==> src/hdl/trbf_pkg.sv <==
`timescale 1ns / 1ps

package trbf_pkg;

  localparam int unsigned DEPTH_DEF = 64;

  localparam logic [1:0] CMD_INSERT  = 2'd0;
  localparam logic [1:0] CMD_READ    = 2'd1;
  localparam logic [1:0] CMD_RECLAIM = 2'd2;

  localparam logic [2:0] ST_DONE      = 3'd0;
  localparam logic [2:0] ST_MORE      = 3'd1;
  localparam logic [2:0] ST_NO_UNREAD = 3'd2;
  localparam logic [2:0] ST_EMPTY     = 3'd3;
  localparam logic [2:0] ST_FULL      = 3'd4;

  typedef struct packed {
    logic [15:0] sensor_id;
    logic [63:0] sensor_value;
    logic [63:0] time_stamp;
  } rec_t;

endpackage

==> src/hdl/trbf_ctrl.sv <==
`timescale 1ns / 1ps

module trbf_ctrl #(
  parameter int unsigned DEPTH = trbf_pkg::DEPTH_DEF
) (
  input  logic                     clk_i,
  input  logic                     rst_ni,
  input  logic                     in_valid_i,
  output logic                     in_stall_o,
  input  logic [1:0]               cmd_i,
  input  logic                     reader_i,
  output logic                     out_valid_o,
  input  logic                     out_stall_i,
  output logic [2:0]               status_o,
  output logic                     deliver_o,
  output logic                     mem_we_o,
  output logic [$clog2(DEPTH)-1:0] mem_waddr_o,
  output logic                     mem_re_o,
  output logic [$clog2(DEPTH)-1:0] mem_raddr_o
);
  import trbf_pkg::*;

  localparam int unsigned AW = $clog2(DEPTH);
  localparam int unsigned PW = $clog2(2 * DEPTH);
  localparam logic [PW-1:0] DepthP  = PW'(DEPTH);
  localparam logic [PW-1:0] PtrMax  = PW'(2 * DEPTH - 1);
  localparam logic [PW-1:0] PtrModP = PW'(2 * DEPTH);

  localparam logic StIdle = 1'b0;
  localparam logic StOut  = 1'b1;

  function automatic logic [PW-1:0] ptr_next(input logic [PW-1:0] p);
    return (p == PtrMax) ? '0 : p + PW'(1);
  endfunction

  function automatic logic [PW-1:0] ptr_dist(input logic [PW-1:0] later,
                                             input logic [PW-1:0] earlier);
    logic [PW-1:0] diff;
    diff = later - earlier;
    return (later < earlier) ? diff + PtrModP : diff;
  endfunction

  function automatic logic [AW-1:0] ptr_slot(input logic [PW-1:0] p);
    logic [PW-1:0] s;
    s = (p >= DepthP) ? p - DepthP : p;
    return s[AW-1:0];
  endfunction

  logic                 state_q, state_d;
  logic [PW-1:0]        head_q, head_d;
  logic [PW-1:0]        tail_q, tail_d;
  logic [1:0][PW-1:0]   rp_q, rp_d;
  logic [2:0]           status_q, status_d;
  logic                 deliver_q, deliver_d;

  logic [PW-1:0]        lag0_w, lag1_w, fill_w;
  logic [PW-1:0]        rec_head_w, fill_after_w, rp_sel_w, rp_inc_w;
  logic                 full_w, in_acc_w;

  assign lag0_w       = ptr_dist(rp_q[0], head_q);
  assign lag1_w       = ptr_dist(rp_q[1], head_q);
  assign fill_w       = ptr_dist(tail_q, head_q);
  assign rec_head_w   = (lag0_w <= lag1_w) ? rp_q[0] : rp_q[1];
  assign fill_after_w = ptr_dist(tail_q, rec_head_w);
  assign full_w       = fill_after_w >= DepthP;
  assign rp_sel_w     = rp_q[reader_i];
  assign rp_inc_w     = ptr_next(rp_sel_w);

  assign in_stall_o  = (state_q != StIdle);
  assign in_acc_w    = in_valid_i && (state_q == StIdle);
  assign out_valid_o = (state_q == StOut);
  assign status_o    = status_q;
  assign deliver_o   = deliver_q;
  assign mem_waddr_o = ptr_slot(tail_q);
  assign mem_raddr_o = ptr_slot(rp_sel_w);

  always_comb begin
    state_d   = state_q;
    head_d    = head_q;
    tail_d    = tail_q;
    rp_d      = rp_q;
    status_d  = status_q;
    deliver_d = deliver_q;
    mem_we_o  = 1'b0;
    mem_re_o  = 1'b0;
    unique case (state_q)
      StIdle: begin
        if (in_valid_i) begin
          state_d   = StOut;
          status_d  = ST_DONE;
          deliver_d = 1'b0;
          unique case (cmd_i)
            CMD_INSERT: begin
              head_d = rec_head_w;
              if (full_w) begin
                status_d = ST_FULL;
              end else begin
                mem_we_o = 1'b1;
                tail_d   = ptr_next(tail_q);
              end
            end
            CMD_READ: begin
              if (head_q == tail_q) begin
                status_d = ST_EMPTY;
              end else if (rp_sel_w == tail_q) begin
                status_d = ST_NO_UNREAD;
              end else begin
                mem_re_o         = 1'b1;
                deliver_d        = 1'b1;
                rp_d[reader_i]   = rp_inc_w;
                status_d         = (rp_inc_w != tail_q) ? ST_MORE : ST_DONE;
              end
            end
            CMD_RECLAIM: begin
              head_d = rec_head_w;
            end
            default: begin
            end
          endcase
        end
      end
      StOut: begin
        if (!out_stall_i) begin
          state_d = StIdle;
        end
      end
      default: begin
        state_d = StIdle;
      end
    endcase
  end

  always_ff @(posedge clk_i or negedge rst_ni) begin
    if (!rst_ni) begin
      state_q   <= StIdle;
      head_q    <= '0;
      tail_q    <= '0;
      rp_q      <= '0;
      status_q  <= ST_DONE;
      deliver_q <= 1'b0;
    end else begin
      state_q   <= state_d;
      head_q    <= head_d;
      tail_q    <= tail_d;
      rp_q      <= rp_d;
      status_q  <= status_d;
      deliver_q <= deliver_d;
    end
  end

  a_fill_bound: assert property (@(posedge clk_i) disable iff (!rst_ni)
    fill_w <= DepthP)
    else $error("ring holds more words than its depth");

  a_reader_bound: assert property (@(posedge clk_i) disable iff (!rst_ni)
    (lag0_w <= fill_w) && (lag1_w <= fill_w))
    else $error("reader pointer outside the ring");

  a_full_drop: assert property (@(posedge clk_i) disable iff (!rst_ni)
    in_acc_w && (cmd_i == CMD_INSERT) && full_w |=> $stable(tail_q))
    else $error("word written into a full ring");

  a_deliver_status: assert property (@(posedge clk_i) disable iff (!rst_ni)
    out_valid_o && deliver_q |-> (status_q == ST_MORE) || (status_q == ST_DONE))
    else $error("delivered word with a failure status");

  a_one_at_a_time: assert property (@(posedge clk_i) disable iff (!rst_ni)
    in_acc_w |=> out_valid_o && !mem_we_o && !mem_re_o)
    else $error("memory access while a result is pending");

endmodule

==> config.mk <==
export PLATFORM = sky130hd
export DESIGN_NAME = trbf_ctrl
export DESIGN_NICKNAME = d
export VERILOG_FILES = /design/src/hdl/trbf_pkg.sv /design/src/hdl/trbf_ctrl.sv
export SDC_FILE = /design/constraint.sdc
export NUM_CORES = 1
export LEC_CHECK = 0
export BUFFER_PORTS_ARGS = -buffer_cell sky130_fd_sc_hd__buf_2
export CAP_MARGIN = 10
export CORE_MARGIN = 2
export CORE_UTILIZATION = 50
export CTS_CLUSTER_DIAMETER = 40
export DETAILED_ROUTE_END_ITERATION = 10
export PLACE_DENSITY = 0.69
export SLEW_MARGIN = 0
export SYNTH_ARGS = -nofsm -noshare
export SYNTH_HDL_FRONTEND = slang
export SYNTH_SLANG_ARGS = --single-unit
==> constraint.sdc <==
create_clock -name clk_i -period 5.6 [get_ports clk_i]
set_input_delay 0.84 -clock clk_i [delete_from_list [all_inputs] [get_ports clk_i]]
set_output_delay 0.84 -clock clk_i [all_outputs]
set_load 0.01 [all_outputs]
==> flow_metrics.tcl <==
set metrics [dict create \
    root_buffer "clkbuf_8" \
    min_path_cells 1 \
    crit_path_top_delay_cell "dfrtp_1" \
    layout.nets 380 \
    fmax_mhz 185.3 \
    drt-vias-per-instance 5.623 \
    fin_crit_ps 5397 \
    core_mm2 0.005608 \
    rr_endpoint "tail_q[0]$_DFFE_PN0P_" \
    reg2regPathDepth 23 \
    p_total_uw 2315 \
    drtIter0Drc 129 \
    end_kind "output pin" \
    synth_cell_types 58 \
    clock_path_buffers 2 \
    yosysWarnings 0 \
    ant_nets 0 \
    min_period_over_period_pct 96.37 \
    tns_ps 0 \
    port_buffers 26 \
    std_cell_rows 27 \
    irDropWorstVdd_mv 0.5198 \
    synth-edff-count 0 \
    rsz0062_at_grt "yes" \
    leakagePower_uw 0.001568 \
    clk_latency_ps 290 \
    switching_share_pct 46.58 \
    syn_nets 349 \
    power_frac_seq_pct 18.4 \
    layout_commonest_cell "dfrtp_1" \
    hp-class "reg2reg" \
    start_util_pct 52.57 \
    ff2ff_setup_slack_ps 830 \
    critPathMaxStageDelay_ps 420 \
    drcViolationCount 0 \
    cts_tree "yes" \
    cts-buffers-inserted 5 \
    critPathMaxFanout 7 \
    cp_data_arrival_time_ps 4560 \
    io_pins 27 \
    intPower_uw 1237 \
    track_usage_pct 23.14 \
    wl_per_cell_um 16.70 \
    power_density_mw_per_mm2 699.8 \
    status "complete, no violations" \
    p_sw_uw 1078 \
    hold_slack_ps 475.4 \
    synth_seq_cells 33 \
    most-common-layout-cells "dfrtp_1, nand2_1, ha_1" \
    pwr-share-comb_pct 73.5 \
    grt-ovfl-total 0 \
    slew_headroom_pct 25.18 \
    routed_wl_mm 6.949 \
    crit_chain "inv_2 > ha_1 > inv_1 > fa_2 > a21o_1 > a21oi_2 > o21bai_1 > a21oi_1 > xnor2_1 > ha_1 > o21ai_1 > o21bai_2 > o22ai_4 > mux2i_2 > ha_1 > nor2b_1 > o31ai_2 > a21o_1 > xnor3_1 > nor2_2 > buf_2" \
    hold_viol_final 0 \
    grt_pass1_wl_mm 11.45 \
    yosys-top-cells-area "dfrtp_1, ha_1, xnor2_1" \
    setup_viol 0 \
    critPathCapture "mem_we_o" \
    avgSynthCellArea_um2 9.418 \
    grt_max_degree 34 \
    fin_worst_skew_ps 6.476 \
    drt_pass1_iterations 4 \
    synth_top_area_share_pct 28.01 \
    place_congestion 0.8468 \
    antenna_cells 0 \
    dp_hpwl_mm 5.040 \
    area_delta_synth_final_pct 12.22 \
    h-tree-depth 2 \
    async_reset_ff_share_pct 100.0 \
    vias 2339 \
    cts.sinks 33 \
    drv_cap 0 \
    tightest_slew_ps 1120 \
    path_common_cell "ha_1" \
    synthFlopType "dfrtp_1" \
    pwr-share-clk_pct 8.1 \
    die_area_mm2 0.006526 \
    yosysTopAreaCell "dfrtp_1" \
    timing.rr.start "rp_q[7]$_DFFE_PN0P_" \
    netlist_instances 313 \
    cts.clk_slew.worst_paths_ps 70 \
    critPathKind "reg2out" \
    grt_pass1_vias 2300 \
    die_y_um 80.79 \
    crit_start "rp_q[7]$_DFFE_PN0P_" \
    grt_antenna_before_repair 0 \
    drive_above_1_share_pct 25.58 \
    synthesis.area_mm2 0.002948 \
    ys_seq_area_share_pct 28.01 \
    crit_required_ps 4760 \
    slew_violations 0 \
    cp-start-kind "register" \
    chipWidth_um 80.79 \
]
[cells by family (layout without fill, tap and decap cells)]
family	Yosys count	count (layout)	synth area share, %
AO/OA/AOI/OAI	66	66	16.26
XOR/XNOR	41	41	12.90
adder cells (fa/ha/maj)	29	29	12.82
buffers and inverters	35	66	5.900
flip-flops	33	33	28.01
multiplexers	25	25	9.974
AND/OR/NAND/NOR	84	84	14.13
[cells in the mapped netlist (all sizes together), types with 3 or more instances]
library cell and n:
buf 10, o21ai 8, mux2i 12, ha 27
nor3 3, nand2b 4, mux2 13, inv 17
nand2 31, o21bai 3, a21o 10, nor2 14
xnor2 25, xor2 15, o22ai 3, dfrtp 33
a21oi 21, clkbuf 8, nand3b 3, nand4 4
o31ai 6, nand3 13
[repair_timing]
action | 4_1_cts | 5_1_grt
hold buffers | 0 | 0
cloned | 0 | 0
buffers inserted | 3 | 9
setup endpoints to repair | 1 | 1
pin swaps | 1 | 10
resized for setup | 3 | 12
[worst min path at each step]
stage	end	slack [ps]	start
2_1_floorplan	rp_q[12]$_DFFE_PN0P_	510	rp_q[12]$_DFFE_PN0P_
3_3_place_gp	deliver_o$_DFFE_PN0P_	460	deliver_o$_DFFE_PN0P_
3_5_place_dp	deliver_o$_DFFE_PN0P_	460	deliver_o$_DFFE_PN0P_
4_1_cts	deliver_o$_DFFE_PN0P_	480	deliver_o$_DFFE_PN0P_
5_1_grt	deliver_o$_DFFE_PN0P_	490	deliver_o$_DFFE_PN0P_
6_report	deliver_o$_DFFE_PN0P_	480	deliver_o$_DFFE_PN0P_
[stage by stage]
stage	cells	utilization (%)	worst slack, ps	area, um2
CTS	407	57.21	0.4414	3208
detailed placement	397	55.06	164.4	3088
floorplan	313	-	602.7	2948
finish	416	58.99	203.1	3308
global route	416	58.99	-65.04	3308
global placement	397	55.06	214.6	3088
[metal layers]
metal	global-route usage, %	vias to the layer above	part of all wire (%)
li1	-	1165	-
met3	3.556	14	4.5
met4	8.475	0	2.0
met1	31.53	1103	46
met5	0	-	0
met2	37.42	57	47
[registers in the layout, summed over array words and instances (netlist names)]
name / cells
in_stall_o: 1
tail_q: 7
status_o: 3
rp_q: 14
deliver_o: 1
head_q: 7
[final cells by class]
type	instances	area [um2]
Fill cell	520	2300
Multi-Input combinational cell	245	1992
Sequential cell	33	825.8
Timing Repair Buffer	42	250.2
Tap cell	72	90.09
Clock buffer	7	86.33
Inverter	17	63.81
[worst max-delay path, delay by kind of cell, from the launching register on]
kind | cells | cell delay (ps)
flops | 1 | 420
xor+xnor | 2 | 410
simple gates | 2 | 270
compound gates | 9 | 1520
fa+ha+maj | 4 | 1030
mux | 1 | 310
buf+inv | 3 | 290
[power by group through the flow]
stage / clock network [uW] / logic, uW / registers (uW)
2_1_floorplan: 0 / 1150 / 383
3_3_place_gp: 0 / 1420 / 430
3_5_place_dp: 0 / 1420 / 430
4_1_cts: 190 / 1520 / 426
5_1_grt: 197 / 1880 / 439
6_report: 187 / 1700 / 426
Note: power is estimated with default switching activity, not from simulation.
